File: src/sbq_pkg.sv
// ----------------------------------------------------------------------------
// sbq_pkg: shared types, constants and helpers for the stereo biquad filter
// Fixed-point formats, register map, queue item layout and saturation logic.
// ----------------------------------------------------------------------------
package sbq_pkg;

  // Field widths
  localparam int SAMPLE_W   = 24;
  localparam int COEF_W     = 32;
  localparam int CHANNELS   = 2;
  localparam int CH_W       = (CHANNELS > 1) ? $clog2(CHANNELS) : 1;

  // Datapath formats
  localparam int GUARD_BITS = 16;
  localparam int DELAY_W    = SAMPLE_W + GUARD_BITS;
  localparam int PROD_SHIFT = COEF_W - 20;
  localparam int MUL_W      = COEF_W + SAMPLE_W;
  localparam int PROD_W     = MUL_W - PROD_SHIFT;
  localparam int ACC_W      = PROD_W + 2;
  localparam int YPRE_W     = ACC_W - GUARD_BITS;

  // Stream payload
  localparam int TDATA_W    = SAMPLE_W * CHANNELS;

  // Configuration port
  localparam int NUM_REGS   = 5;
  localparam int ADDR_W     = 5;
  localparam int IDX_W      = ADDR_W - 2;
  localparam int DATA_W     = 32;
  localparam logic [COEF_W-1:0] COEF_ONE = COEF_W'(1) << (COEF_W - 4);

  // Queue between front and back
  localparam int QUEUE_DEPTH = 2;
  localparam int QPTR_W      = $clog2(QUEUE_DEPTH);
  localparam int QCNT_W      = $clog2(QUEUE_DEPTH + 1);

  typedef enum logic [IDX_W-1:0] {
    REG_FF_GAIN_0 = 3'd0,
    REG_FF_GAIN_1 = 3'd1,
    REG_FF_GAIN_2 = 3'd2,
    REG_FB_GAIN_1 = 3'd3,
    REG_FB_GAIN_2 = 3'd4
  } reg_idx_t;

  typedef logic signed [SAMPLE_W-1:0] sample_t;
  typedef logic signed [COEF_W-1:0]   coef_t;
  typedef logic signed [DELAY_W-1:0]  delay_t;
  typedef logic signed [PROD_W-1:0]   prod_t;
  typedef logic signed [ACC_W-1:0]    acc_t;
  typedef logic signed [YPRE_W-1:0]   ypre_t;
  typedef sample_t [CHANNELS-1:0]     smp_vec_t;

  typedef struct packed {
    coef_t ff0;
    coef_t ff1;
    coef_t ff2;
    coef_t fb1;
    coef_t fb2;
  } coef_set_t;

  typedef struct packed {
    logic     last;
    smp_vec_t smp;
  } item_t;

  localparam sample_t SAMPLE_MAX = {1'b0, {(SAMPLE_W-1){1'b1}}};
  localparam sample_t SAMPLE_MIN = {1'b1, {(SAMPLE_W-1){1'b0}}};
  localparam delay_t  DELAY_MAX  = {1'b0, {(DELAY_W-1){1'b1}}};
  localparam delay_t  DELAY_MIN  = {1'b1, {(DELAY_W-1){1'b0}}};

  function automatic logic fits_sample(input ypre_t v);
    logic [YPRE_W-SAMPLE_W:0] top;
    top = v[YPRE_W-1:SAMPLE_W-1];
    return (&top) || (~|top);
  endfunction

  function automatic sample_t sat_sample(input ypre_t v);
    sample_t r;
    if (fits_sample(v)) begin
      r = v[SAMPLE_W-1:0];
    end else begin
      r = v[YPRE_W-1] ? SAMPLE_MIN : SAMPLE_MAX;
    end
    return r;
  endfunction

  function automatic logic fits_delay(input acc_t v);
    logic [ACC_W-DELAY_W:0] top;
    top = v[ACC_W-1:DELAY_W-1];
    return (&top) || (~|top);
  endfunction

  function automatic delay_t sat_delay(input acc_t v);
    delay_t r;
    if (fits_delay(v)) begin
      r = v[DELAY_W-1:0];
    end else begin
      r = v[ACC_W-1] ? DELAY_MIN : DELAY_MAX;
    end
    return r;
  endfunction

endpackage

File: src/sbq_regs.sv
// ----------------------------------------------------------------------------
// sbq_regs: coefficient register file
// APB-style write/read access to the five shared filter coefficients.
// ----------------------------------------------------------------------------
module sbq_regs (
  input  logic                      clk,
  input  logic                      rst_n,
  input  logic                      psel,
  input  logic                      penable,
  input  logic                      pwrite,
  input  logic [sbq_pkg::ADDR_W-1:0] paddr,
  input  logic [sbq_pkg::DATA_W-1:0] pwdata,
  output logic [sbq_pkg::DATA_W-1:0] prdata,
  output sbq_pkg::coef_set_t        coefs
);
  import sbq_pkg::*;

  coef_set_t coefs_r;
  reg_idx_t  idx;
  logic      wr_en;

  assign idx   = reg_idx_t'(paddr[ADDR_W-1:2]);
  assign wr_en = psel && penable && pwrite;
  assign coefs = coefs_r;

  always_ff @(posedge clk) begin
    if (!rst_n) begin
      coefs_r.ff0 <= coef_t'(COEF_ONE);
      coefs_r.ff1 <= '0;
      coefs_r.ff2 <= '0;
      coefs_r.fb1 <= '0;
      coefs_r.fb2 <= '0;
    end else if (wr_en) begin
      unique case (idx)
        REG_FF_GAIN_0: coefs_r.ff0 <= coef_t'(pwdata[COEF_W-1:0]);
        REG_FF_GAIN_1: coefs_r.ff1 <= coef_t'(pwdata[COEF_W-1:0]);
        REG_FF_GAIN_2: coefs_r.ff2 <= coef_t'(pwdata[COEF_W-1:0]);
        REG_FB_GAIN_1: coefs_r.fb1 <= coef_t'(pwdata[COEF_W-1:0]);
        REG_FB_GAIN_2: coefs_r.fb2 <= coef_t'(pwdata[COEF_W-1:0]);
        default: ;  // drop writes beyond the map
      endcase
    end
  end

  always_comb begin
    unique case (idx)
      REG_FF_GAIN_0: prdata = DATA_W'(coefs_r.ff0);
      REG_FF_GAIN_1: prdata = DATA_W'(coefs_r.ff1);
      REG_FF_GAIN_2: prdata = DATA_W'(coefs_r.ff2);
      REG_FB_GAIN_1: prdata = DATA_W'(coefs_r.fb1);
      REG_FB_GAIN_2: prdata = DATA_W'(coefs_r.fb2);
      default:       prdata = '0;
    endcase
  end

endmodule

File: src/sbq_front.sv
// ----------------------------------------------------------------------------
// sbq_front: input side and item queue
// Accept stream items and hold them in a short queue for the filter engine.
// ----------------------------------------------------------------------------
module sbq_front (
  input  logic           clk,
  input  logic           rst_n,
  input  logic           in_valid,
  input  sbq_pkg::item_t in_item,
  output logic           in_ready,
  output logic           q_valid,
  output sbq_pkg::item_t q_item,
  input  logic           q_pop
);
  import sbq_pkg::*;

  item_t             slot_r [QUEUE_DEPTH];
  logic [QPTR_W-1:0] wr_ptr_r;
  logic [QPTR_W-1:0] rd_ptr_r;
  logic [QCNT_W-1:0] count_r;
  logic              push;
  logic              pop;

  assign in_ready = (count_r != QCNT_W'(QUEUE_DEPTH));
  assign q_valid  = (count_r != '0);
  assign q_item   = slot_r[rd_ptr_r];
  assign push     = in_valid && in_ready;
  assign pop      = q_pop && q_valid;

  function automatic logic [QPTR_W-1:0] ptr_inc(input logic [QPTR_W-1:0] p);
    return (p == QPTR_W'(QUEUE_DEPTH - 1)) ? '0 : p + QPTR_W'(1);
  endfunction

  always_ff @(posedge clk) begin
    if (push) begin
      slot_r[wr_ptr_r] <= in_item;
    end
  end

  always_ff @(posedge clk) begin
    if (!rst_n) begin
      wr_ptr_r <= '0;
      rd_ptr_r <= '0;
      count_r  <= '0;
    end else begin
      if (push) begin
        wr_ptr_r <= ptr_inc(wr_ptr_r);
      end
      if (pop) begin
        rd_ptr_r <= ptr_inc(rd_ptr_r);
      end
      if (push && !pop) begin
        count_r <= count_r + QCNT_W'(1);
      end else if (pop && !push) begin
        count_r <= count_r - QCNT_W'(1);
      end
    end
  end

endmodule

File: src/sbq_engine.sv
// ----------------------------------------------------------------------------
// sbq_engine: filter sequencer with one shared multiplier
// Run each channel through the biquad in six steps and register the result.
// ----------------------------------------------------------------------------
module sbq_engine (
  input  logic               clk,
  input  logic               rst_n,
  input  sbq_pkg::coef_set_t coefs,
  input  logic               q_valid,
  input  sbq_pkg::item_t     q_item,
  output logic               q_pop,
  output logic               out_valid,
  input  logic               out_ready,
  output sbq_pkg::smp_vec_t  out_smp,
  output logic               out_clip,
  output logic               out_last
);
  import sbq_pkg::*;

  // P0..P4 each issue one multiply and P5 none; each product is consumed a step later
  typedef enum logic [2:0] {
    ST_IDLE,
    ST_P0,
    ST_P1,
    ST_P2,
    ST_P3,
    ST_P4,
    ST_P5
  } state_t;

  state_t          state_r;
  logic [CH_W-1:0] ch_r;
  item_t           item_r;
  prod_t           prod_r;
  acc_t            acc_r;
  sample_t         y_r;
  sample_t         res_r [CHANNELS];
  delay_t          z1_r [CHANNELS];
  delay_t          z2_r [CHANNELS];
  logic            clip_r;
  logic            out_valid_r;
  smp_vec_t        out_smp_r;
  logic            out_clip_r;
  logic            out_last_r;

  logic                    last_ch;
  logic                    out_free;
  logic                    finish;
  sample_t                 x_cur;
  coef_t                   coef_sel;
  sample_t                 samp_sel;
  logic signed [MUL_W-1:0] mul_full;
  prod_t                   prod_nxt;
  acc_t                    acc_y;
  ypre_t                   y_pre;
  acc_t                    acc_z2;

  assign last_ch  = (ch_r == CH_W'(CHANNELS - 1));
  assign out_free = !out_valid_r || out_ready;
  assign finish   = (state_r == ST_P5) && last_ch && out_free;
  assign q_pop    = q_valid && ((state_r == ST_IDLE) || finish);
  assign x_cur    = item_r.smp[ch_r];

  always_comb begin
    unique case (state_r)
      ST_P0:   begin coef_sel = coefs.ff0; samp_sel = x_cur; end
      ST_P1:   begin coef_sel = coefs.ff1; samp_sel = x_cur; end
      ST_P2:   begin coef_sel = coefs.fb1; samp_sel = y_r;   end
      ST_P3:   begin coef_sel = coefs.ff2; samp_sel = x_cur; end
      ST_P4:   begin coef_sel = coefs.fb2; samp_sel = y_r;   end
      default: begin coef_sel = '0;        samp_sel = '0;    end
    endcase
  end

  assign mul_full = MUL_W'(coef_sel) * MUL_W'(samp_sel);
  assign prod_nxt = PROD_W'(mul_full >>> PROD_SHIFT);
  assign acc_y    = ACC_W'(prod_r) + ACC_W'(z1_r[ch_r]);
  assign y_pre    = acc_y[ACC_W-1:GUARD_BITS];
  assign acc_z2   = acc_r - ACC_W'(prod_r);

  assign out_valid = out_valid_r;
  assign out_smp   = out_smp_r;
  assign out_clip  = out_clip_r;
  assign out_last  = out_last_r;

  always_ff @(posedge clk) begin
    if (!rst_n) begin
      state_r     <= ST_IDLE;
      ch_r        <= '0;
      clip_r      <= 1'b0;
      out_valid_r <= 1'b0;
      for (int c = 0; c < CHANNELS; c++) begin
        z1_r[c] <= '0;
        z2_r[c] <= '0;
      end
    end else begin
      if (out_valid_r && out_ready) begin
        out_valid_r <= 1'b0;
      end
      unique case (state_r)
        ST_IDLE: ;
        ST_P0: begin
          prod_r  <= prod_nxt;
          state_r <= ST_P1;
        end
        ST_P1: begin
          prod_r  <= prod_nxt;
          y_r     <= sat_sample(y_pre);
          clip_r  <= clip_r | !fits_sample(y_pre);
          state_r <= ST_P2;
        end
        ST_P2: begin
          prod_r  <= prod_nxt;
          acc_r   <= ACC_W'(prod_r) + ACC_W'(z2_r[ch_r]);
          state_r <= ST_P3;
        end
        ST_P3: begin
          prod_r  <= prod_nxt;
          acc_r   <= acc_r - ACC_W'(prod_r);
          state_r <= ST_P4;
        end
        ST_P4: begin
          prod_r     <= prod_nxt;
          z1_r[ch_r] <= sat_delay(acc_r);
          clip_r     <= clip_r | !fits_delay(acc_r);
          acc_r      <= ACC_W'(prod_r);
          state_r    <= ST_P5;
        end
        ST_P5: begin
          if (!last_ch) begin
            z2_r[ch_r]  <= sat_delay(acc_z2);
            clip_r      <= clip_r | !fits_delay(acc_z2);
            res_r[ch_r] <= y_r;
            ch_r        <= ch_r + CH_W'(1);
            state_r     <= ST_P0;
          end else if (out_free) begin
            z2_r[ch_r]  <= sat_delay(acc_z2);
            out_valid_r <= 1'b1;
            out_clip_r  <= clip_r | !fits_delay(acc_z2);
            out_last_r  <= item_r.last;
            for (int c = 0; c < CHANNELS; c++) begin
              out_smp_r[c] <= (c == CHANNELS - 1) ? y_r : res_r[c];
            end
            state_r     <= ST_IDLE;
          end
        end
        default: state_r <= ST_IDLE;
      endcase
      // Load the next item; overrides the step above when a frame just finished
      if (q_pop) begin
        item_r  <= q_item;
        ch_r    <= '0;
        clip_r  <= 1'b0;
        state_r <= ST_P0;
      end
    end
  end

endmodule

File: src/stereo_biquad_lowpass.sv
// ----------------------------------------------------------------------------
// stereo_biquad_lowpass: stereo second-order IIR section, transposed DF-II
// Top level: coefficient registers, input queue and filter engine.
// ----------------------------------------------------------------------------
// Usage:
//   in_*   stream slave: one stereo frame per item, tdata = {right, left}
//          (signed Q1.23 each), tlast marks the last frame of a host block.
//   out_*  stream master: filtered frame per item, tdata = {right, left},
//          tuser = clip flag, tlast = copy of the input marker.
//   cfg_*  APB-style port: five Q3.28 coefficients at byte addresses 0x00
//          (ff_gain_0) through 0x10 (fb_gain_2); write only while idle.
// Sharing: one 32x24 multiplier is shared by all ten products of a frame
//   (five per channel, one per cycle), so the engine filters one frame at
//   a time while the queue keeps taking in the following frames.
// Path: an accepted frame is written into the queue, runs through P0..P5
//   for each channel in the engine and lands in the output register.
// Reset: coefficients return to passthrough (ff_gain_0 = 1.0, rest 0),
//   all delay terms clear, the queue empties and out_tvalid drops.
// Stall: a finished frame waits in the output register; a two-entry queue
//   keeps taking input while the engine works or waits, and in_tready
//   drops only when the queue is full.
// ----------------------------------------------------------------------------
module stereo_biquad_lowpass (
  input  logic                        clk,
  input  logic                        rst_n,
  // input stream
  input  logic                        in_tvalid,
  output logic                        in_tready,
  input  logic [sbq_pkg::TDATA_W-1:0] in_tdata,   // [23:0] left_sample, [47:24] right_sample
  input  logic                        in_tlast,
  // result stream
  output logic                        out_tvalid,
  input  logic                        out_tready,
  output logic [sbq_pkg::TDATA_W-1:0] out_tdata,  // [23:0] left_result, [47:24] right_result
  output logic                        out_tuser,  // [0] clip_flag
  output logic                        out_tlast,
  // configuration
  input  logic                        cfg_psel,
  input  logic                        cfg_penable,
  input  logic                        cfg_pwrite,
  input  logic [sbq_pkg::ADDR_W-1:0]  cfg_paddr,
  input  logic [sbq_pkg::DATA_W-1:0]  cfg_pwdata,
  output logic [sbq_pkg::DATA_W-1:0]  cfg_prdata,
  output logic                        cfg_pready
);
  import sbq_pkg::*;

  coef_set_t coefs;
  item_t     in_item;
  item_t     q_item;
  logic      q_valid;
  logic      q_pop;
  smp_vec_t  out_smp;

  assign cfg_pready = 1'b1;

  // Pack the incoming frame; left sits in the low bits
  assign in_item.smp  = smp_vec_t'(in_tdata);
  assign in_item.last = in_tlast;

  sbq_regs u_regs (
    .clk     (clk),
    .rst_n   (rst_n),
    .psel    (cfg_psel),
    .penable (cfg_penable),
    .pwrite  (cfg_pwrite),
    .paddr   (cfg_paddr),
    .pwdata  (cfg_pwdata),
    .prdata  (cfg_prdata),
    .coefs   (coefs)
  );

  // Front: hold accepted frames until the engine is free
  sbq_front u_front (
    .clk      (clk),
    .rst_n    (rst_n),
    .in_valid (in_tvalid),
    .in_item  (in_item),
    .in_ready (in_tready),
    .q_valid  (q_valid),
    .q_item   (q_item),
    .q_pop    (q_pop)
  );

  // Back: filter both channels and park the result in the output register
  sbq_engine u_engine (
    .clk       (clk),
    .rst_n     (rst_n),
    .coefs     (coefs),
    .q_valid   (q_valid),
    .q_item    (q_item),
    .q_pop     (q_pop),
    .out_valid (out_tvalid),
    .out_ready (out_tready),
    .out_smp   (out_smp),
    .out_clip  (out_tuser),
    .out_last  (out_tlast)
  );

  assign out_tdata = TDATA_W'(out_smp);

endmodule

File: config.mk
export PLATFORM = sky130hd
export DESIGN_NAME = stereo_biquad_lowpass
export DESIGN_NICKNAME = d
export VERILOG_FILES = /design/src/sbq_pkg.sv /design/src/sbq_regs.sv /design/src/sbq_front.sv /design/src/sbq_engine.sv /design/src/stereo_biquad_lowpass.sv
export SDC_FILE = /design/constraint.sdc
export NUM_CORES = 2
export LEC_CHECK = 0
export BUFFER_PORTS_ARGS = -buffer_cell sky130_fd_sc_hd__buf_2
export CAP_MARGIN = 20
export CORE_ASPECT_RATIO = 0.7
export CORE_MARGIN = 10
export CORE_UTILIZATION = 60
export CTS_BUF_LIST = sky130_fd_sc_hd__clkbuf_4 sky130_fd_sc_hd__clkbuf_8
export DETAILED_ROUTE_END_ITERATION = 16
export PLACE_DENSITY = 0.84
export SLEW_MARGIN = 20
export SYNTH_ARGS = -nofsm -noshare
export SYNTH_HDL_FRONTEND = slang
export SYNTH_HIERARCHICAL = 1
export SYNTH_SLANG_ARGS = --single-unit
export TNS_END_PERCENT = 50
File: constraint.sdc
create_clock -name clk -period 9.09 [get_ports clk]
set_input_delay 0.909 -clock clk [delete_from_list [all_inputs] [get_ports clk]]
set_output_delay 0.909 -clock clk [all_outputs]
set_load 0.01 [all_outputs]
**After elaboration in Yosys (flattened, before gate mapping)**

Memories as Yosys holds them, arrays and structs flattened. A register that Yosys moved wholly into a read port is not among the register bits.
Cells that the tools add are included.

- Flip-flop bits (word level): 310
- Memory bits (writable): 306
- Input bits: 93
- Output and inout port bits: 85
- Logic and storage cells: 171
- Memories: 4

Memories:

| memory | words | width | rd ports | clocked after memory_dff | write ports | line | RTL |
|---|---|---|---|---|---|---|---|
| u_front.slot_r | 2 | 49 | 1 | 1 | 1 | sbq_front.sv:17 | `item_t slot_r [QUEUE_DEPTH];` |
| u_engine.z1_r | 2 | 40 | 1 | 1 | 2 | sbq_engine.sv:38 | `delay_t z1_r [CHANNELS];` |
| u_engine.z2_r | 2 | 40 | 1 | 1 | 2 | sbq_engine.sv:39 | `delay_t z2_r [CHANNELS];` |
| u_engine.res_r | 2 | 24 | 1 | 1 | 1 | sbq_engine.sv:37 | `sample_t res_r [CHANNELS];` |

- Add/subtract/negate cells: 8
- $mul: 1
- Magnitude comparators: 1
- Equal/unequal tests: 15
- Mux-type cells: 62
- Bitwise operators: 6
- Reductions and logical operators: 55

Operators with widths:

| operator | count |
|---|---|
| $mux W40 | 16 |
| $pmux W32 S5 | 2 |
| $pmux W46 S3 | 1 |
| $mux W24 | 4 |
| $add A44 B40 Y45 | 2 |
| $reduce_or A40 Y1 | 2 |
| $mul A32 B24 Y56 | 1 |
| $pmux W24 S2 | 1 |
| $sub A46 B44 Y46 | 1 |
| $mux W1 | 32 |
| $reduce_and A2 Y1 | 12 |
| $pmux W3 S7 | 1 |
| $reduce_and A7 Y1 | 3 |
| $reduce_or A7 Y1 | 3 |
| $eq A3 B2 Y1 const B | 4 |
| $eq A3 B3 Y1 const B | 4 |
| $logic_and A1 B1 Y1 | 10 |
| $logic_not A1 Y1 | 9 |
| $eq A3 B1 Y1 const B | 2 |
| $logic_not A3 Y1 | 2 |
| $mux W3 | 2 |
| $ne A2 B2 Y1 const B | 3 |
| $reduce_bool A3 Y1 | 2 |
| $logic_or A1 B1 Y1 | 5 |
| other kinds (15) | 24 |

**Longest topological paths before layout**

- Word-level depth: 11
- Gate-level depth with buffers: 37
- Gate-level depth less buffers: 32

**Cells and area by module**

Netlist, hierarchy kept.

By module, submodules not included:

| module | instances | cells each | area each (µm²) | sequential area each (µm²) |
|---|---|---|---|---|
| sbq_engine | 1 | 5178 | 49870.3 | 12061.6 |
| sbq_regs | 1 | 718 | 7113.1 | 3203.1 |
| sbq_front | 1 | 176 | 3771.1 | 3042.9 |
| stereo_biquad_lowpass | 1 | 2 | 11.3 | 0.0 |

**Worst setup path after synthesis**

OpenSTA, ideal clock, no wires.

- Kind: register to register
- Start point: register u_engine.state_r[1]
- End point: register u_engine.prod_r[43] (data pin)
- Library setup time: 0.260 ns
- Data arrival time: 8.452 ns
- Data required time: 8.830 ns
- Setup slack: 0.378 ns
- Stages on the path, launching flop included: 34
- Path buffers: 6
- Period minus slack after synthesis: 8.712 ns
- Cells stage by stage: dfxtp_1 buf_2 buf_1 clkbuf_1 buf_1 mux2i_1 o211ai_1 o21a_1 clkbuf_1 nand2_1 fa_1 fa_1 fa_1 fa_1 inv_1 fa_1 fa_1 inv_1 fa_1 inv_1 ha_1 clkbuf_1 a21oi_1 o21ai_0 a211oi_1 nor2_1 a21oi_1 a21oi_1 o21ai_1 o31a_1 nand2_1 a31o_2 a21oi_1 xnor2_1

- Longest elaborated chain between the ends: 4
- Elaborated cells between the ends (all ways): 10
- Those cells by class: 1 x mul; 5 x eq/ne; 2 x mux; 2 x reduce/logical

RTL lines:

| element | line | RTL |
|---|---|---|
| start, declared | sbq_engine.sv:31 | `state_t state_r;` |
| start signal, assigned | sbq_engine.sv:88 | `state_r <= ST_IDLE;` |
| start signal, assigned | sbq_engine.sv:104 | `state_r <= ST_P1;` |
| start signal, assigned | sbq_engine.sv:110 | `state_r <= ST_P2;` |
| $eq A3 B1 Y1, or another cell as far along | sbq_engine.sv:65 | `unique case (state_r)` |
| $reduce_or A3 Y1 (no source line) or $reduce_or A2 Y1 (tied branches) | - |  |
| $pmux W24 S2 | sbq_engine.sv:65 |  |
| $mul A32 B24 Y56 (*) | sbq_engine.sv:75 | `assign mul_full = MUL_W'(coef_sel) * MUL_W'(samp_sel);` |
| named net u_engine.mul_full[55] | sbq_engine.sv:52 | `logic signed [MUL_W-1:0] mul_full;` |
| end signal, assigned | sbq_engine.sv:103 | `prod_r <= prod_nxt;` |
| end signal, assigned | sbq_engine.sv:107 | `prod_r <= prod_nxt;` |
| end signal, assigned | sbq_engine.sv:113 | `prod_r <= prod_nxt;` |
| end, declared | sbq_engine.sv:34 | `prod_t prod_r;` |

The timed path passes the listed nets; every way through them passes the cells marked *.
A chain may end at the register's enable or synchronous reset.

**Final worst setup path**

- Start point: register u_engine.state_r[2]
- End point: register u_engine.prod_r[42] (data pin)

The elaborated chain is that of the path after synthesis.

==> flow_metrics.env <==
export IMPL_drv_slew=0
export IMPL_post_place_ws_ns=0.140
export IMPL_grt_pass1_vias=48857
export IMPL_grt_overflow=0
export IMPL_crit_path_start_kind="register"
export IMPL_synth_top_family_by_area="adder cells"
export IMPL_cts_reportedPaths_clkPinSlew_ns=0.07
export IMPL_power_density_nw_per_um2=346
export IMPL_max_slew_margin_rel_pct=23.8
export IMPL_grt_pass1_wl_um=280000
export IMPL_drtPass1Iterations=6
export IMPL_critPathTopFamily="adder cells"
export IMPL_num_rows=97
export IMPL_synth_seq_cells=667
export IMPL_synth_compound_area_share_pct=10.3
export IMPL_layout_commonest_cell="inv_1"
export IMPL_place_area_um2=64600
export IMPL_nets=7465
export IMPL_final_area_um2=66900
export IMPL_cp_common_cell="fa_1"
export IMPL_drive_above_1_share_pct=13.6
export IMPL_vias=47724
export IMPL_r2r_cells=34
export IMPL_ys_seq_area_share_pct=30.1
export IMPL_drc=0
export IMPL_netlist_instances=6074
export IMPL_arrival_ns=9.41
export IMPL_hold_start="in_tdata[18]"
export IMPL_fillCellCount=7347
export IMPL_crit_path_max_incr_delay_ns=0.56
export IMPL_synthAdderAreaFrac_pct=31.6
export IMPL_htree_levels=3
export IMPL_die_y_um=286
export IMPL_io_buffer_count=174
export IMPL_status="completed"
export IMPL_finalNonFillerCells=7735
export IMPL_power_leakage_nw=28.8
export IMPL_muxShareOfSynthArea_pct=6.70
export IMPL_cts_root_buffer="clkbuf_8"
export IMPL_synth_edf_count=495
export IMPL_slowest_stage="fa_1"
export IMPL_numCtsBuffers=102
export IMPL_min_path_cells=1
export IMPL_fmax_mhz=113
export IMPL_cp_depth=34
export IMPL_r2r_start="u_engine/state_r[2]$_SDFFE_PP0P_"
export IMPL_yosys_area_share_simple_pct=11.0
export IMPL_critPathCaptureType="register"
export IMPL_hold_viol=0
export IMPL_layout_common_cells="inv_1, nand2_1, fa_1"
export IMPL_core_area_um2=100000
export IMPL_initial_core_util_pct=60.6
export IMPL_cp_required_ns=9.64
export IMPL_synth_fp_nets=7230
export IMPL_synth_top_cell_area_share_pct=25.9
export IMPL_worst_slack_ns=0.228
export IMPL_yosysTopAreaCell="fa_1"
export IMPL_ant_nets=0
export IMPL_syn_to_final_growth_pct=10.2
export IMPL_ios=178
export IMPL_syn_area_per_cell_um2=10.0
export IMPL_ys_warn_count=6
export IMPL_chipWidth_um=400
export IMPL_critPathKind="reg -> reg"
export IMPL_setup_viol=0
export IMPL_place_hpwl_um=139000
export IMPL_cts_sinks=667
export IMPL_maxCapViolations=0
export IMPL_cts_tree="yes"
export IMPL_final_core_util_pct=66.8
export IMPL_ys_dominant_reg_cell="edfxtp_1"
export IMPL_grt_use_total_pct=31.2
export IMPL_yosys_top_cells_area="fa_1, edfxtp_1, ha_1"
export IMPL_ir_drop_uv=426
export IMPL_setup_tns_ns=0
export IMPL_async_flop_share_pct=0
export IMPL_clk_latency_ns=0.83
export IMPL_clockBufferDepth=3
export IMPL_die_area_um2=115000
export IMPL_grt_max_degree=115
export IMPL_dp_cells=7539
export IMPL_hold_path_class="in -> reg"
export IMPL_reg2reg_slack_ns=0.23
export IMPL_fin_crit_sh_pct=97.5
export IMPL_synth_xor_area_share_pct=2.41
export IMPL_wl_per_cell_um=23.5
export IMPL_syn_cell_area_um2=60800
export IMPL_finClkSkew_ns=0.0432
export IMPL_startpoint="u_engine/state_r[2]$_SDFFE_PP0P_"
export IMPL_avgViaCountPerCell=6.17
export IMPL_wirelength_um=182000
export IMPL_max_slew_worst_pin_slew_ns=1.13
export IMPL_worstPathMaxFanout=33
export IMPL_critPathBufInv=10
export IMPL_ys_types=87
export IMPL_place_congestion=1.03
export IMPL_fin_crit_ns=8.86
export IMPL_antenna_found_initial=5
export IMPL_drtIter0Drc=5863
-- cells by family after synthesis --
group,after synthesis
compound gates,978
xor+xnor,167
fa+ha+maj,1063
buf+inv,1221
flops,667
mux,385
other cells,1
simple gates,1592
-- what timing repair did --
action / 4_1_cts / 5_1_grt
setup buffers: 0 / 2
hold buffers: 0 / 0
setup endpoints to repair: 0 / 15
gates resized for setup: 0 / 12
-- per-stage QoR --
step	hold WS [ns]	power, mW
2_1_floorplan	0.400	14.4
3_3_place_gp	0.403	19.2
3_5_place_dp	0.405	19.8
4_1_cts	0.219	22.7
5_1_grt	0.247	24.7
6_report	0.280	23.1
-- final timing paths --
| kind | end |
|---|---|
| worst max-delay path | u_engine/prod_r[42]$_DFFE_PP_ |
| worst min register to register | u_engine/out_smp[8]$_DFFE_PP_ |
| worst max register to register | u_engine/prod_r[42]$_DFFE_PP_ |
| worst min-delay path | u_front/slot_r[1][18]$_DFFE_PP_ |
-- area by class of cell --
class                           count  area (um^2)  share of cell area, %
Antenna cell                        6         15.0                 0.0224
Clock buffer                      150         1860                   2.78
Clock inverter                     38          388                  0.579
Inverter                          911         3420                   5.11
Multi-Input combinational cell   4186        37800                   56.5
Sequential cell                   667        18300                   27.4
Tap cell                         1336         1670                   2.50
Timing Repair Buffer              441         3430                   5.12
-- flip-flops by register name, indices dropped and copies added, names as in the netlist, 2 cells and up, named ones only --
name / flops
u_engine/acc_r: 46
u_regs/coefs: 160
u_engine/out_smp: 48
u_engine/y_r: 24
u_engine/state_r: 3
u_engine/res_r: 24
u_engine/item_r: 49
u_engine/z1_r: 80
u_front/slot_r: 98
u_front/count_r: 2
u_engine/prod_r: 44
u_engine/z2_r: 80
-- power by group --
group	internal [mW]	switching, mW
logic	6.25	9.78
clock network	1.48	1.30
registers	4.01	0.305
total	11.7	11.4
-- metal layers --
layer  up-vias  global-route usage, %  wire, um
li1      20398                      -         -
met1     23336                   41.1     68400
met2      3322                   46.7     78100
met3       662                   11.0     26700
met4         6                   13.5      8800
met5         -                      0        44
-- cells in the mapped netlist (all sizes together), types with 4 or more instances --
| cell | count |
|---|---|
| and3 | 20 |
| nand2b | 24 |
| a221o | 5 |
| nand2 | 883 |
| a22oi | 63 |
| a41oi | 4 |
| nor3b | 8 |
| nand4 | 26 |
| or3 | 11 |
| nor3 | 59 |
| ha | 278 |
| o31ai | 6 |
| dfxtp | 172 |
| a221oi | 13 |
| nand3 | 40 |
| inv | 911 |
| and2 | 40 |
| xnor2 | 95 |
| mux2 | 162 |
| nor2b | 25 |
| a22o | 23 |
| nor2 | 429 |
| a21o | 96 |
| edfxtp | 495 |
| o2111ai | 4 |
| a211o | 9 |
| o211ai | 37 |
| clkbuf | 220 |
| fa | 785 |
| mux2i | 223 |
| o21a | 63 |
| nand3b | 7 |
| o211a | 4 |
| o21bai | 23 |
| a21boi | 8 |
| a211oi | 39 |
| a31o | 8 |
| or2 | 6 |
| a21oi | 318 |
| o21ai | 175 |
| o22ai | 38 |
| a31oi | 18 |
| xor2 | 72 |
| buf | 90 |
Note: power is estimated with default switching activity, not from simulation.
